--- src/adpcmb_pkg.sv ---
`timescale 1ns / 1ps

package adpcmb_pkg;

  localparam int unsigned PcmW  = 16;
  localparam int unsigned StepW = 15;
  localparam int unsigned CodeW = 4;

  localparam logic [StepW-1:0] StepMin = 15'd127;
  localparam logic [StepW-1:0] StepMax = 15'd24576;

  // one-hot controller states
  typedef enum logic [4:0] {
    ST_IDLE = 5'b00001,
    ST_DIFF = 5'b00010,
    ST_DIV  = 5'b00100,
    ST_MUL  = 5'b01000,
    ST_UPD  = 5'b10000
  } state_e;

  // controller -> datapath
  typedef struct packed {
    logic       load;     // input transfer: capture item, apply restart
    logic       diff;     // encode: difference, sign and saturation check
    logic       div_en;   // encode: one quotient bit
    logic [1:0] div_sh;   // bit position of the quotient bit (2, 1, 0)
    logic       mul;      // delta and step products
    logic       upd;      // write predictor, step and output register
  } cmd_t;

  // datapath -> controller
  typedef struct packed {
    logic mode;      // 1: encode
    logic out_free;  // output register can take a result this cycle
  } status_t;

  // step scale factor over 64, by magnitude
  function automatic logic [7:0] step_scale(input logic [2:0] mag);
    logic [7:0] f;
    unique case (mag)
      3'd4:    f = 8'd77;
      3'd5:    f = 8'd102;
      3'd6:    f = 8'd128;
      3'd7:    f = 8'd153;
      default: f = 8'd57;
    endcase
    return f;
  endfunction

endpackage

--- src/adpcmb_ctrl.sv ---
`timescale 1ns / 1ps

module adpcmb_ctrl import adpcmb_pkg::*; (
  input  logic    clk_i,
  input  logic    rst_ni,
  input  logic    in_valid_i,
  output logic    in_ready_o,
  input  status_t status_i,
  output cmd_t    cmd_o
);

  state_e     state_q, state_d;
  logic [1:0] cnt_q, cnt_d;

  always_ff @(posedge clk_i or negedge rst_ni) begin
    if (!rst_ni) begin
      state_q <= ST_IDLE;
      cnt_q   <= 2'd0;
    end else begin
      state_q <= state_d;
      cnt_q   <= cnt_d;
    end
  end

  assign in_ready_o = (state_q == ST_IDLE);

  always_comb begin
    state_d      = state_q;
    cnt_d        = cnt_q;
    cmd_o        = '0;
    cmd_o.div_sh = cnt_q;
    unique case (state_q)
      ST_IDLE: begin
        if (in_valid_i) begin
          cmd_o.load = 1'b1;
          state_d    = status_i.mode ? ST_DIFF : ST_MUL;
        end
      end
      ST_DIFF: begin
        cmd_o.diff = 1'b1;
        cnt_d      = 2'd2;
        state_d    = ST_DIV;
      end
      ST_DIV: begin
        cmd_o.div_en = 1'b1;
        if (cnt_q == 2'd0) begin
          state_d = ST_MUL;
        end else begin
          cnt_d = cnt_q - 2'd1;
        end
      end
      ST_MUL: begin
        cmd_o.mul = 1'b1;
        state_d   = ST_UPD;
      end
      ST_UPD: begin
        // hold the finished item until the output register is free
        if (status_i.out_free) begin
          cmd_o.upd = 1'b1;
          state_d   = ST_IDLE;
        end
      end
      default: begin
        state_d = ST_IDLE;
      end
    endcase
  end

endmodule

--- src/adpcmb_dp.sv ---
`timescale 1ns / 1ps

module adpcmb_dp import adpcmb_pkg::*; (
  input  logic             clk_i,
  input  logic             rst_ni,
  input  logic             cfg_we_i,
  input  logic             cfg_wdata_i,
  input  cmd_t             cmd_i,
  output status_t          status_o,
  input  logic             restart_i,
  input  logic [7:0]       value_i,
  output logic             out_valid_o,
  input  logic             out_ready_i,
  output logic [PcmW-1:0]  pcm_o,
  output logic [CodeW-1:0] code_o,
  output logic [StepW-1:0] step_o
);

  logic             mode_q;
  logic             out_valid_q;
  logic [PcmW-1:0]  pred_q;
  logic [StepW-1:0] step_q;
  logic [7:0]       value_q;
  logic [CodeW-1:0] code_q;
  logic [17:0]      rem_q;
  logic             sat_q;
  logic [18:0]      dprod_q;
  logic [22:0]      sprod_q;
  logic [PcmW-1:0]  pcm_q;
  logic [CodeW-1:0] ocode_q;
  logic [StepW-1:0] ostep_q;

  logic [16:0]      diff;
  logic [16:0]      absd;
  logic [17:0]      cand;
  logic             qbit;
  logic [2:0]       mag;
  logic [15:0]      delta;
  logic [17:0]      sum;
  logic [PcmW-1:0]  pred_d;
  logic [16:0]      ns;
  logic [StepW-1:0] step_d;

  // sample * 256 minus predictor, 17 bits signed
  assign diff = {value_q[7], value_q, 8'h00} - {pred_q[15], pred_q};
  assign absd = diff[16] ? (~diff + 17'd1) : diff;

  // restoring divide: |diff| * 4 against step << sh
  assign cand = {3'b000, step_q} << cmd_i.div_sh;
  assign qbit = (rem_q >= cand);

  assign mag = code_q[2:0];

  // delta is non-negative, so the shift truncates toward zero
  assign delta = dprod_q[18:3];
  assign sum   = code_q[3] ? ({{2{pred_q[15]}}, pred_q} - {2'b00, delta})
                           : ({{2{pred_q[15]}}, pred_q} + {2'b00, delta});

  always_comb begin
    if (!sum[17] && (sum[16:15] != 2'b00)) begin
      pred_d = 16'h7fff;
    end else if (sum[17] && (sum[16:15] != 2'b11)) begin
      pred_d = 16'h8000;
    end else begin
      pred_d = sum[15:0];
    end
  end

  assign ns = sprod_q[22:6];

  always_comb begin
    if (ns > {2'b00, StepMax}) begin
      step_d = StepMax;
    end else if (ns < {2'b00, StepMin}) begin
      step_d = StepMin;
    end else begin
      step_d = ns[StepW-1:0];
    end
  end

  always_ff @(posedge clk_i or negedge rst_ni) begin
    if (!rst_ni) begin
      mode_q      <= 1'b0;
      out_valid_q <= 1'b0;
      pred_q      <= '0;
      step_q      <= StepMin;
    end else begin
      if (cfg_we_i) begin
        mode_q <= cfg_wdata_i;
      end
      if (cmd_i.upd) begin
        out_valid_q <= 1'b1;
      end else if (out_ready_i) begin
        out_valid_q <= 1'b0;
      end
      if (cmd_i.load && restart_i) begin
        pred_q <= '0;
        step_q <= StepMin;
      end else if (cmd_i.upd) begin
        pred_q <= pred_d;
        step_q <= step_d;
      end
    end
  end

  always_ff @(posedge clk_i) begin
    if (cmd_i.load) begin
      value_q <= value_i;
      code_q  <= value_i[3:0];
    end
    if (cmd_i.diff) begin
      code_q  <= {diff[16], 3'b000};
      rem_q   <= {absd[15:0], 2'b00};
      // quotient of 8 or more saturates the magnitude
      sat_q   <= (absd[15:0] >= {step_q, 1'b0});
    end
    if (cmd_i.div_en) begin
      if (qbit) begin
        rem_q <= rem_q - cand;
      end
      unique case (cmd_i.div_sh)
        2'd2:    code_q[2] <= qbit;
        2'd1:    code_q[1] <= qbit;
        default: code_q[2:0] <= sat_q ? 3'd7 : {code_q[2:1], qbit};
      endcase
    end
    if (cmd_i.mul) begin
      dprod_q <= {15'd0, mag, 1'b1} * {4'd0, step_q};
      sprod_q <= {8'd0, step_q} * {15'd0, step_scale(mag)};
    end
    if (cmd_i.upd) begin
      pcm_q   <= pred_d;
      ocode_q <= code_q;
      ostep_q <= step_d;
    end
  end

  assign status_o.mode     = mode_q;
  assign status_o.out_free = !out_valid_q || out_ready_i;

  assign out_valid_o = out_valid_q;
  assign pcm_o       = pcm_q;
  assign code_o      = ocode_q;
  assign step_o      = ostep_q;

endmodule

--- src/adpcm_b_codec_step.sv ---
`timescale 1ns / 1ps
// Channel   Direction  tdata                              tuser
// s_axis    in         [7:0] value                        restart
// m_axis    out        [15:0] pcm, [19:16] code,          -
//                      [34:20] step, [39:35] zero
// cfg       in         cfg_wdata_i: mode (0 decode, 1 encode), no read-back
//
// Items are taken one at a time. The encode magnitude comes from a
// restoring divider giving one quotient bit per cycle, then the two step
// products are formed and the predictor and step are updated; decode skips the divider.
// Reset: predictor 0, step 127, mode decode, output register empty.
// A finished result sits in the output register while the next item is
// taken; the update stalls only if that register is still full.

module adpcm_b_codec_step import adpcmb_pkg::*; (
  input  logic        clk_i,
  input  logic        rst_ni,
  input  logic        cfg_we_i,
  input  logic        cfg_wdata_i,
  input  logic        s_axis_tvalid,
  output logic        s_axis_tready,
  input  logic [7:0]  s_axis_tdata,   // [7:0] value
  input  logic        s_axis_tuser,   // restart
  output logic        m_axis_tvalid,
  input  logic        m_axis_tready,
  output logic [39:0] m_axis_tdata    // [15:0] pcm, [19:16] code, [34:20] step
);

  cmd_t             cmd;
  status_t          status;
  logic [PcmW-1:0]  pcm;
  logic [CodeW-1:0] code;
  logic [StepW-1:0] step;

  adpcmb_ctrl u_ctrl (
    .clk_i      (clk_i),
    .rst_ni     (rst_ni),
    .in_valid_i (s_axis_tvalid),
    .in_ready_o (s_axis_tready),
    .status_i   (status),
    .cmd_o      (cmd)
  );

  adpcmb_dp u_dp (
    .clk_i       (clk_i),
    .rst_ni      (rst_ni),
    .cfg_we_i    (cfg_we_i),
    .cfg_wdata_i (cfg_wdata_i),
    .cmd_i       (cmd),
    .status_o    (status),
    .restart_i   (s_axis_tuser),
    .value_i     (s_axis_tdata),
    .out_valid_o (m_axis_tvalid),
    .out_ready_i (m_axis_tready),
    .pcm_o       (pcm),
    .code_o      (code),
    .step_o      (step)
  );

  assign m_axis_tdata = {5'b00000, step, code, pcm};

endmodule

--- config.mk ---
export PLATFORM = sky130hd
export DESIGN_NAME = adpcm_b_codec_step
export DESIGN_NICKNAME = d
export VERILOG_FILES = /design/src/adpcmb_pkg.sv /design/src/adpcmb_ctrl.sv /design/src/adpcmb_dp.sv /design/src/adpcm_b_codec_step.sv
export SDC_FILE = /design/constraint.sdc
export NUM_CORES = 1
export LEC_CHECK = 0
export BUFFER_PORTS_ARGS = -buffer_cell sky130_fd_sc_hd__buf_4
export CAP_MARGIN = 40
export CORE_UTILIZATION = 25
export DETAILED_ROUTE_END_ITERATION = 7
export PLACE_DENSITY = 0.49
export SLEW_MARGIN = 0
export SYNTH_ARGS = -nofsm -noshare
export SYNTH_HDL_FRONTEND = slang
export SYNTH_HIERARCHICAL = 1
export SYNTH_SLANG_ARGS = --single-unit
--- constraint.sdc ---
create_clock -name clk_i -period 12.6 [get_ports clk_i]
set_input_delay 0.63 -clock clk_i [delete_from_list [all_inputs] [get_ports clk_i]]
set_output_delay 0.63 -clock clk_i [all_outputs]
set_load 0.02 [all_outputs]
# [Yosys cells after proc, flatten, opt, wreduce, memory -nomap -nowiden]
# Index checks and enable logic that the tools add are counted.
[word_totals] ff_bits=148 in_bits=15 out_inout_bits=42 word_cells=101
[classes] n_addsub=6 mul=2 magnitude_cmp=4 eq_ne=17 shift=1 n_mux=38 bitwise=1 n_reduce_logical=15
[ops] operator="$mux 16" n=5
[ops] operator="$mux 18" n=4
[ops] operator="$mux 15" n=4
[ops] operator="$pmux 8 s4" n=1
[ops] operator="$pmux 5 s5" n=1
[ops] operator="$mul 15x8->23" n=1
[ops] operator="$mul 4x15->19" n=1
[ops] operator="$add 16x17->18" n=1
[ops] operator="$ge 18x18->1" n=1
[ops] operator="$shl 15x2->18" n=1
[ops] operator="$sub 16x17->18" n=1
[ops] operator="$sub 18x18->18" n=1
[ops] operator="$gt 17x15->1 const B" n=1
[ops] operator="$lt 17x7->1 const B" n=1
[ops] operator="$sub 16x16->17" n=1
[ops] operator="$add 16x1->16 const B" n=1
[ops] operator="$ge 16x16->1" n=1
[ops] operator="$not 16->16" n=1
[ops] operator="$mux 5" n=3
[ops] operator="$eq 3x3->1 const B" n=4
[ops] operator="$mux 4" n=3
[ops] operator="$mux 1" n=10
[ops] operator="$reduce_bool 2->1" n=5
[ops] operator="$mux 8" n=1
[ops] operator="other kinds (22)" n=30

# [Longest topological paths before layout]
# Gate-level depths: netlist of the first run.
[depth] ltp_word=8 ltp_mapped=23

# [Cells and area by module]
# The synthesis of the first run kept the hierarchy.
[by_module_without_submodules] module="adpcmb_dp" instances=1 cells_per_inst=1490 area_each_um2=13590.5 seq_area_each_um2=3617.2
[by_module_without_submodules] module="adpcmb_ctrl" instances=1 cells_per_inst=44 area_each_um2=394.1 seq_area_each_um2=176.4
[by_module_without_submodules] module="adpcm_b_codec_step" instances=1 cells_per_inst=6 area_each_um2=41.3 seq_area_each_um2=0.0

# [Worst setup path before layout of the first run]
# Ideal clock, no wire load.
[synth_path] path_kind="register to register" start="register u_dp.code_q[1]" end="register u_dp.sprod_q[22], data pin" setup_time_ps=260 arrival_ps=5132 required_ps=12340 slack_ps=7209 stages_incl_launch_ff=21 n_path_buf=3 synth_period_minus_slack_ps=5391 path_cell_list="edfxtp_1 -> clkbuf_1 -> nor2b_1 -> clkbuf_1 -> clkbuf_1 -> and2_1 -> fa_1 -> fa_1 -> fa_1 -> inv_1 -> fa_1 -> inv_1 -> ha_1 -> o21a_1 -> o21ai_0 -> o21ai_0 -> a31oi_1 -> a2111oi_0 -> o21a_1 -> nor2_1 -> xnor2_1"
[synth_between] elab_chain_len=4 elab_cells_between_ends=7 classes_between="mul: 1; eq/ne: 4; mux: 2"
[synth_lines] item="from (decl)" line="adpcmb_dp.sv:24" rtl="logic [CodeW-1:0] code_q;"
[synth_lines] item="from (signal assigned)" line="adpcmb_dp.sv:109" rtl="code_q <= value_i[3:0];"
[synth_lines] item="from (signal assigned)" line="adpcmb_dp.sv:112" rtl="code_q <= {diff[16], 3'b000};"
[synth_lines] item="from (signal assigned)" line="adpcmb_dp.sv:123" rtl="2'd1: code_q[1] <= qbit;"
[synth_lines] item="$eq 3x3->1" line="adpcmb_pkg.sv:40" rtl="unique case (mag)"
[synth_lines] item="$pmux 8 s4 *" line="adpcmb_pkg.sv:40"
[synth_lines] item="$mux 8 *" line="adpcmb_dp.sv:127" rtl="if (cmd_i.mul) begin"
[synth_lines] item="$mul 15x8->23 *" line="adpcmb_dp.sv:129" rtl="sprod_q <= {8'd0, step_q} * {15'd0, step_scale(mag)};"
[synth_lines] item="to (signal assigned)" line="adpcmb_dp.sv:129"
[synth_lines] item="to (decl)" line="adpcmb_dp.sv:28" rtl="logic [22:0] sprod_q;"
# Every way passes the cells marked *; elsewhere a longest branch is shown, timed or not. The select of a mux whose other input is x is not followed.
# A chain may end at the register's enable or synchronous reset.

# [Worst setup path in the final report of the first run]
# Ends and elaborated chain as after synthesis.

==> results of run 1 <==
[per-layer routing]
metal / up-vias / GRT usage
met1: 5209 / 0.184
met5: - / 0
li1: 5260 / -
met4: 0 / 0.0567
met2: 217 / 0.226
met3: 54 / 0.0360
[flip-flops by register name, summed over array words and instances (netlist names)]
| register | cells |
|---|---|
| u_dp/sat_q | 1 |
| u_dp/step_q | 15 |
| u_dp/step_o | 15 |
| u_dp/out_valid_o | 1 |
| u_dp/pred_q | 16 |
| u_dp/mode_q | 1 |
| u_dp/value_q | 8 |
| u_ctrl/state_q | 5 |
| u_dp/rem_q | 18 |
| u_dp/sprod_q | 17 |
| u_dp/dprod_q | 16 |
| u_dp/pcm_o | 16 |
| u_dp/code_o | 4 |
| u_dp/code_q | 4 |
| u_ctrl/cnt_q | 2 |
[metrics by stage]
step / utilization / instances / setup slack, ns / hold WS [ns]
4_1_cts: 0.286 / 2326 / 6.54 / 0.156
3_3_place_gp: 0.275 / 2290 / 6.56 / 0.462
5_1_grt: 0.286 / 2326 / 6.14 / 0.178
3_5_place_dp: 0.276 / 2294 / 6.57 / 0.477
6_report: 0.286 / 2326 / 6.51 / 0.154
2_1_floorplan: - / 1544 / 7.21 / 0.334
[cell usage in the layout (no fill, tap or decap), types with 31 or more instances in the layout]
cell        n
xnor2_1    65
and2_1     43
fa_1      100
nor3_1     31
dfrtp_1    32
ha_1      128
nor2_1    103
edfxtp_1   80
inv_1     215
buf_4      72
o21ai_0    84
xor2_1     35
nand2_1   128
a21oi_1    84
[cell type report]
type / instances / area [µm²]
flip-flops and latches: 139 / 3790
multi-input cells: 1118 / 9140
repair buffers: 74 / 567
fillers: 5886 / 39500
well taps: 748 / 936
clock inverters: 15 / 165
clock buffers: 17 / 425
inverters: 215 / 807
[kinds of logic after synthesis]
family                   synth area share
flip-flops                          0.270
XOR/XNOR                           0.0624
multiplexers                       0.0294
adder cells (fa/ha/maj)             0.257
buffers and inverters              0.0800
AO/OA/AOI/OAI                       0.146
AND/OR/NAND/NOR                     0.154
other                            0.000267
[worst paths after layout]
path	start	endpoint	slack, ns	cells after the start
min in group clk_i	s_axis_tvalid	u_ctrl/state_q[0]$_DFFE_PN1P_	0.32	2
hold / removal	rst_ni	u_dp/pred_q[14]$_DFFE_PN0P_	0.15	1
setup / recovery	u_dp/code_q[1]$_DFFE_PP_	u_dp/sprod_q[22]$_DFFE_PP_	6.51	20
max in group asynchronous	rst_ni	u_dp/out_valid_o$_DFFE_PN0P_	12.04	1
hold reg to reg	u_dp/rem_q[0]$_DFF_P_	u_dp/rem_q[0]$_DFF_P_	0.49	2
setup reg to reg	u_dp/code_q[1]$_DFFE_PP_	u_dp/sprod_q[22]$_DFFE_PP_	6.51	20
==> results.cfg, run 1 <==
[layout]
antenna_cells = 0
fin_area_um2 = 15800
nets = 1808
syn_to_final_growth_pct = 12.9
drive_above_1_share = 0.0957

[yosys]
synth_most_common_cell = inv_1
netlist.area_leader.share = 0.171
netlist_area_um2 = 14000
synthFlopType = edfxtp_1
synth_cell_types = 91
ys_ff_latch = 139
yosysSeqAreaShare = 0.270
ys_top_cells_by_area = edfxtp_1 17%, fa_1 14%, ha_1 11%
synth-edff-count = 80
avgSynthCellArea_um2 = 9.11
synth_warnings = 6
synthArstFlopShare = 0.288
synth_common_cells = 215 x inv_1, 128 x ha_1, 128 x nand2_1
synth_top_cell_by_area = edfxtp_1
syn_inst = 1540

[clock_network]
path_clk_slew_ns = 0.07
cts_buffers = 17
cts_buffer_depth = 2
cts_tree = built
cts.repair.resized = 0
ctsRootBufferMaster = clkbuf_16
clkSinkCount = 139
clock_latency_ns = 0.49
htree_levels = 4
postCtsSetupBuffers = 0
cts_hold_buffers = 0

[sta]
fin_setup_tns_ns = 0
timing.final.crit_share = 0.483
worstMarginPinSlew_ns = 0.805
max_clock_freq_ghz = 0.164
relSlewSlack = 0.461
setup_viol = 0
fin_crit_ns = 6.09
slew_violations = 0
hold_viol = 0
finClkSkew_ns = 0.0139
rsz0062_at_grt = no

[min_path]
worstHoldPathType = input port to asynchronous set/reset pin

[worst_setup_path]
path_cells = buf_4 -> xor2_1 -> nand2_1 -> nand2_1 -> inv_1 -> fa_1 -> fa_1 -> fa_1 -> inv_1 -> fa_1 -> inv_1 -> ha_1 -> a2111o_1 -> nor2_1 -> o21ai_0 -> a31oi_1 -> a2111oi_0 -> o21a_1 -> nor2_1 -> xnor2_1
cp_top_family = adder cells
crit_buf_inv = 4
start_kind = flip-flop
critPathRequiredTime_ns = 12.83
slowest_delay_ns = 0.59
cp-end-kind = flip-flop
cp.arrival_ns = 6.31
path_max_fanout = 38
path_common_cell = fa_1
criticalPathCategory = flip-flop to flip-flop
crit_path_top_delay_cell = fa_1

[detailed_routing]
wl_met3_um = 1950
ant_nets = 0
drt_iter0_drc = 678
num_vias = 10700
first_pass_iters = 5
top_layer_used = met4
drc_errors = 0
routed_wl_um = 38900
vias_per_cell = 4.62
wl_met2_um = 17900
m1WireLength_um = 17900
post_drt_wl_per_cell_um = 16.7

[floorplan]
die_h_um = 239
initial_core_util = 0.254
core-area_um2 = 55300
die-area_um2 = 57100
ios = 57
num_rows = 86
die_width_um = 239

[grt]
antenna_found_initial = 0
grtUsageTotal = 0.142
grt_pass1_wl_um = 61000
grt_max_degree = 41
grt_pass1_vias = 10800
grt.overflow.total = 0

[outcome]
status = finished clean

[placed_design]
dpl_cell_area_um2 = 15200
gp_congestion = 0.845
dp_hpwl_um = 30400
portBuffers = 51

[flow_run]
cap_violations = 0
Power of run 1 is not shown: default switching activity piles up to over one toggle a cycle in this logic, so the estimate is an artifact.
==> run 2, diff against run 1 <==
- PLACE_DENSITY: 0.49 -> 0.5
- clock period: 12.6 -> 5.1 ns (I/O delays scaled with it)
==> run 2 against run 1 <==
The run now ends with setup timing left. Clock skew up 0.0011 ns. Utilization rose by 2.4 points. Final area grew 8.3%. Setup slack lost 6.5 ns. Sequential cell count is the same. Routed wire length increased by 1.8%. Clock-buffer cell count stayed put. Final cell count is 5.6% higher. Non-clock buffer count is 131 higher. Highest routed layer unchanged.
==> results.cfg, run 2 (same netlist as run 1, synthesis figures left out) <==
[outcome]
status = complete, but fails checks
violations = setup timing

[grt]
grt.overflow.total = 0
grt_max_degree = 41
grt_pass1_vias = 11500
grtUsageTotal = 0.143
grt_pass1_wl_um = 63400
antenna_found_initial = 0

[clock_network]
cts_buffers = 17
ctsRootBufferMaster = clkbuf_16
cts_buffer_depth = 2
clock_latency_ns = 0.47
clkSinkCount = 139
htree_levels = 4
cts_tree = built
path_clk_slew_ns = 0.07

[sta]
max_clock_freq_ghz = 0.195
slew_violations = 0
worstMarginPinSlew_ns = 0.806
setup_viol = 1
timing.final.crit_share = 1.01
hold_viol = 0
fin_crit_ns = 5.13
relSlewSlack = 0.460
rsz0062_at_grt = yes
finClkSkew_ns = 0.0150
setup_ws_ns = -0.0279

[min_path]
hold_depth = 2
worstHoldPathType = input port to flip-flop
hold_path_startpoint = cfg_we_i

[placed_design]
portBuffers = 51
dp_hpwl_um = 31500
dpl.cell_count = 2407
gp_congestion = 0.864

[detailed_routing]
first_pass_iters = 5
routed_wl_um = 39600
ant_nets = 0
drc_errors = 0
drt_iter0_drc = 746
post_drt_wl_per_cell_um = 16.1
vias_per_cell = 4.56
num_vias = 11200

[worst_setup_path]
path_max_fanout = 8
slowest_delay_ns = 0.55
cp-end-kind = flip-flop
cp.arrival_ns = 5.34
path_cells = buf_12 -> xor2_4 -> nand2_4 -> nand2_4 -> inv_2 -> fa_1 -> fa_1 -> fa_1 -> inv_2 -> fa_1 -> inv_2 -> ha_4 -> a2111o_1 -> nor2_2 -> o21ai_2 -> a31oi_4 -> buf_4 -> buf_6 -> a21boi_1 -> nor2_1 -> xnor2_1
crit_path_top_delay_cell = fa_1
crit_path_start = u_dp/code_q[1]$_DFFE_PP_
critPathRequiredTime_ns = 5.31
criticalPathCategory = flip-flop to flip-flop
reg2regPathDepth = 21
crit-reg2reg-launch = u_dp/code_q[1]$_DFFE_PP_
path_common_cell = fa_1
start_kind = flip-flop

[layout]
layout.cells.non_filler = 2457
finish.utilization = 0.310
largest_reg_flops = 18
syn_to_final_growth_pct = 22.2
drive_above_1_share = 0.185
regMostFlops = u_dp/rem_q
final_common_cell = inv_1
antenna_cells = 0
nets = 1939
final_cell_mix = 211 x inv_1, 187 x buf_4, 123 x nand2_1
layout_top_registers = u_dp/rem_q: 18 flops, u_dp/sprod_q: 17 flops

[floorplan]
die_h_um = 239
die-area_um2 = 57100
ios = 57
initial_core_util = 0.254
core-area_um2 = 55300
num_rows = 86
die_width_um = 239

[flow_run]
cap_violations = 0
-- run 2: worst max-delay path: cells and delay by family, from the launching register on --
kind	cells	cell delay [ns]
XOR/XNOR	2	0.31
flip-flops	1	0.43
adder cells (fa/ha/maj)	5	2.30
buffers and inverters	6	0.56
AND/OR/NAND/NOR	4	0.48
AO/OA/AOI/OAI	4	0.82
-- run 2: final timing paths --
kind | to | slack (ns)
setup reg to reg | u_dp/sprod_q[19]$_DFFE_PP_ | -0.03
setup / recovery | u_dp/sprod_q[19]$_DFFE_PP_ | -0.03
min in group asynchronous | u_dp/pred_q[12]$_DFFE_PN0P_ | 0.34
hold / removal | u_dp/mode_q$_DFFE_PN0P_ | 0.04
max in group asynchronous | u_dp/step_q[14]$_DFFE_PN0P_ | 4.34
hold reg to reg | u_dp/rem_q[0]$_DFF_P_ | 0.49
-- run 2: final cells by class --
cell class / instances / area, µm²
clock buffers: 17 / 425
clock inverters: 15 / 169
fillers: 5826 / 38200
inverters: 215 / 807
multi-input cells: 1118 / 9390
flip-flops and latches: 139 / 3790
well taps: 748 / 936
repair buffers: 205 / 1630
-- run 2: layer usage --
| metal | vias to the layer above | share of wire | global-route usage |
|---|---|---|---|
| li1 | 5533 | - | - |
| met2 | 182 | 0.48 | 0.239 |
| met3 | 29 | 0.032 | 0.0236 |
| met1 | 5463 | 0.48 | 0.191 |
| met5 | - | 0 | 0 |
| met4 | 0 | 0.014 | 0.0379 |
-- run 2: per-stage QoR --
step | hold slack (ns) | TNS [ns] | cell area [µm²] | setup WS (ns)
2_1_floorplan | -0.0406 | 0 | 14100 | 0.000433
3_3_place_gp | 0.299 | -0.425 | 16200 | -0.181
3_5_place_dp | 0.295 | -0.823 | 16200 | -0.270
4_1_cts | 0.00769 | -0.00238 | 17000 | -0.00238
5_1_grt | 0.0120 | -0.693 | 17100 | -0.213
6_report | 0.0395 | -0.0279 | 17100 | -0.0279
-- run 2: what timing repair did --
item | 4_1_cts | 5_1_grt
buffers inserted | 2 | 5
hold endpoints to repair | 41 | 0
cloned | 0 | 1
resized for setup | 16 | 33
hold buffers | 10 | 0
setup endpoints to repair | 6 | 10
pin swaps | 11 | 24
Power of run 2 is left out for the same reason.
==> run 3, diff against run 2 <==
- ABC_AREA: not set -> 1
- RECOVER_POWER: not set -> 25
==> run 3 against run 2 <==
The run ends with capacitance limit, slew limit left. First-iteration DRC count down 8.2%. Via count up 8.4%. Global-route usage is 0.93 points higher. Utilization is 1.3 points lower. Setup slack gained 0.24 ns. Hold slack better by 0.0088 ns. Register-to-register slack improved by 0.24 ns. Final area shrank 1.7%. Routed wire length rose by 9.2%. Highest routed layer unchanged.
==> results.cfg, run 3 <==
[clock_network]
cts_buffers = 17
cts_tree = built
clkSinkCount = 139
ctsRootBufferMaster = clkbuf_16
htree_levels = 4
cts_buffer_depth = 2
path_clk_slew_ns = 0.07
clock_latency_ns = 0.49

[yosys]
synth_cell_types = 60
ys_ff_latch = 139
synthFlopType = edfxtp_1
synth_common_cells = 421 x nand2_1, 332 x inv_1, 166 x nor2_1
synth_top_cell_by_area = edfxtp_1
netlist.area_leader.share = 0.167
synth-edff-count = 80
synth_warnings = 6
syn_inst = 1859
avgSynthCellArea_um2 = 7.75
synthArstFlopShare = 0.288
synth_most_common_cell = nand2_1
ys_top_cells_by_area = edfxtp_1 17%, fa_1 14%, ha_1 11%
netlist_area_um2 = 14400
yosysSeqAreaShare = 0.263

[floorplan]
ios = 57
num_rows = 87
core-area_um2 = 56700
die-area_um2 = 58600
initial_core_util = 0.254
die_h_um = 242
die_width_um = 242

[detailed_routing]
drt_iter0_drc = 685
m1WireLength_um = 19800
wl_met3_um = 1590
num_vias = 12100
ant_nets = 0
post_drt_wl_per_cell_um = 15.8
routed_wl_um = 43200
drc_errors = 0
top_layer_used = met4
first_pass_iters = 5
wl_met2_um = 20800
vias_per_cell = 4.43

[layout]
layout_top_registers = u_dp/rem_q: 18 flops, u_dp/sprod_q: 17 flops
fin_area_um2 = 16800
fillCellCount = 6146
syn_to_final_growth_pct = 16.9
layout.cells.non_filler = 2739
largest_reg_flops = 18
regMostFlops = u_dp/rem_q
final_cell_mix = 417 x nand2_1, 332 x inv_1, 157 x nor2_1
final_common_cell = nand2_1
drive_above_1_share = 0.124
nets = 2213
antenna_cells = 0

[worst_setup_path]
cp.arrival_ns = 5.12
criticalPathCategory = flip-flop to flip-flop
ff2ff_setup_slack_ns = 0.21
start_kind = flip-flop
path_max_fanout = 19
critPathRequiredTime_ns = 5.34
cp-end-kind = flip-flop
reg2regPathDepth = 18
r2r_end = u_dp/sprod_q[22]$_DFFE_PP_
crit-reg2reg-launch = u_dp/code_q[2]$_DFFE_PP_

[grt]
grtUsageTotal = 0.153
grt_pass1_vias = 12300
grt_max_degree = 41
antenna_found_initial = 0
grt_pass1_wl_um = 68600
grt.overflow.total = 0

[sta]
finalHoldWorstSlack_ns = 0.0484
finClkSkew_ns = 0.0206
setup_viol = 0
timing.final.crit_share = 0.958
worstMarginPinSlew_ns = 2.63
slew_violations = 41
fin_setup_tns_ns = 0
hold_viol = 0
relSlewSlack = -0.752
max_clock_freq_ghz = 0.205
fin_crit_ns = 4.89

[placed_design]
gp_congestion = 0.930
dpl_cell_area_um2 = 16100
dpl.cell_count = 2695
dp_hpwl_um = 35600
portBuffers = 51

[min_path]
hold_end = u_dp/out_valid_o$_DFFE_PN0P_
hold_depth = 4
hold_path_startpoint = m_axis_tready
worstHoldPathType = input port to flip-flop

[outcome]
violations = capacitance limit, slew limit
status = complete, but fails checks

[flow_run]
cap_violations = 1
## run 3: changes by cell type in the layout (fill, tap and decap cells not counted), moves of 23 or more
cell	change
a21oi_1	+43
and2_1	-37
and3_1	-23
buf_4	-77
inv_1	+121
nand2_1	+294
nand2_2	+23
nand3_1	+42
nor2_1	+56
xnor2_1	-31
## run 3: worst max path at each step
stage | startpoint | endpoint | slack (ns)
floorplan | u_dp/code_q[1]$_DFFE_PP_ | u_dp/sprod_q[22]$_DFFE_PP_ | 0.07
global placement | u_dp/code_q[2]$_DFFE_PP_ | u_dp/sprod_q[21]$_DFFE_PP_ | -0.09
detailed placement | u_dp/code_q[2]$_DFFE_PP_ | u_dp/sprod_q[21]$_DFFE_PP_ | -0.06
CTS | u_dp/code_q[2]$_DFFE_PP_ | u_dp/sprod_q[22]$_DFFE_PP_ | 0.03
global route | u_dp/code_q[2]$_DFFE_PP_ | u_dp/sprod_q[19]$_DFFE_PP_ | -0.05
finish | u_dp/code_q[2]$_DFFE_PP_ | u_dp/sprod_q[22]$_DFFE_PP_ | 0.21
## run 3: what timing repair did
action,4_1_cts,5_1_grt
pin swaps,0,2
resized for setup,1,30
hold endpoints to repair,41,0
hold buffers,11,0
setup endpoints to repair,4,9
buffers inserted,0,1
## run 3: final cells by class
class / instances / area [µm²] / area share
clock buffer: 17 / 425 / 0.0252
clock inverter: 15 / 130 / 0.00772
inverter: 339 / 1270 / 0.0755
multi-input combinational: 1339 / 9240 / 0.548
sequential: 139 / 3790 / 0.225
tap: 756 / 946 / 0.0561
timing repair buffer: 134 / 1040 / 0.0617
## run 3: worst max-delay path, cell delays in order, from the launching register on
cell and delay [ns]:
edfxtp_1 0.48, buf_12 0.20, nand3_1 0.10, nand2_2 0.10, buf_4 0.19, nand2_1 0.11
inv_1 0.07, fa_1 0.51, fa_1 0.46, fa_1 0.55, inv_1 0.06, fa_1 0.53
inv_1 0.04, ha_1 0.36, nand2_1 0.11, o21ai_0 0.34, a21oi_4 0.08, o311ai_2 0.24
xor2_1 0.10
## run 3: logic make-up (layout without fill, tap and decap cells)
logic type	Yosys count	count (layout)	share of synthesized area
other	1	5	0.000260
xor gates and xnor gates	87	87	0.0534
muxes	5	5	0.00356
DFF	139	139	0.263
buffers and inverters	385	505	0.105
adders and majority gates	228	228	0.250
and+or+nand+nor	743	743	0.220
AOI/OAI and AO/OA	271	271	0.105
## run 3: layer usage
layer | track usage | vias up
li1 | - | 6121
met1 | 0.191 | 5776
met2 | 0.259 | 183
met3 | 0.0307 | 64
met4 | 0.0579 | 0
met5 | 0 | -
## run 3: metrics by stage
step	setup slack (ns)	utilization
after CTS	0.0330	0.295
after global placement	-0.0886	0.283
after global routing	-0.0457	0.297
final	0.214	0.297
after floorplan	0.0704	-
after detailed placement	-0.0600	0.283
Power of run 3 is left out for the same reason.
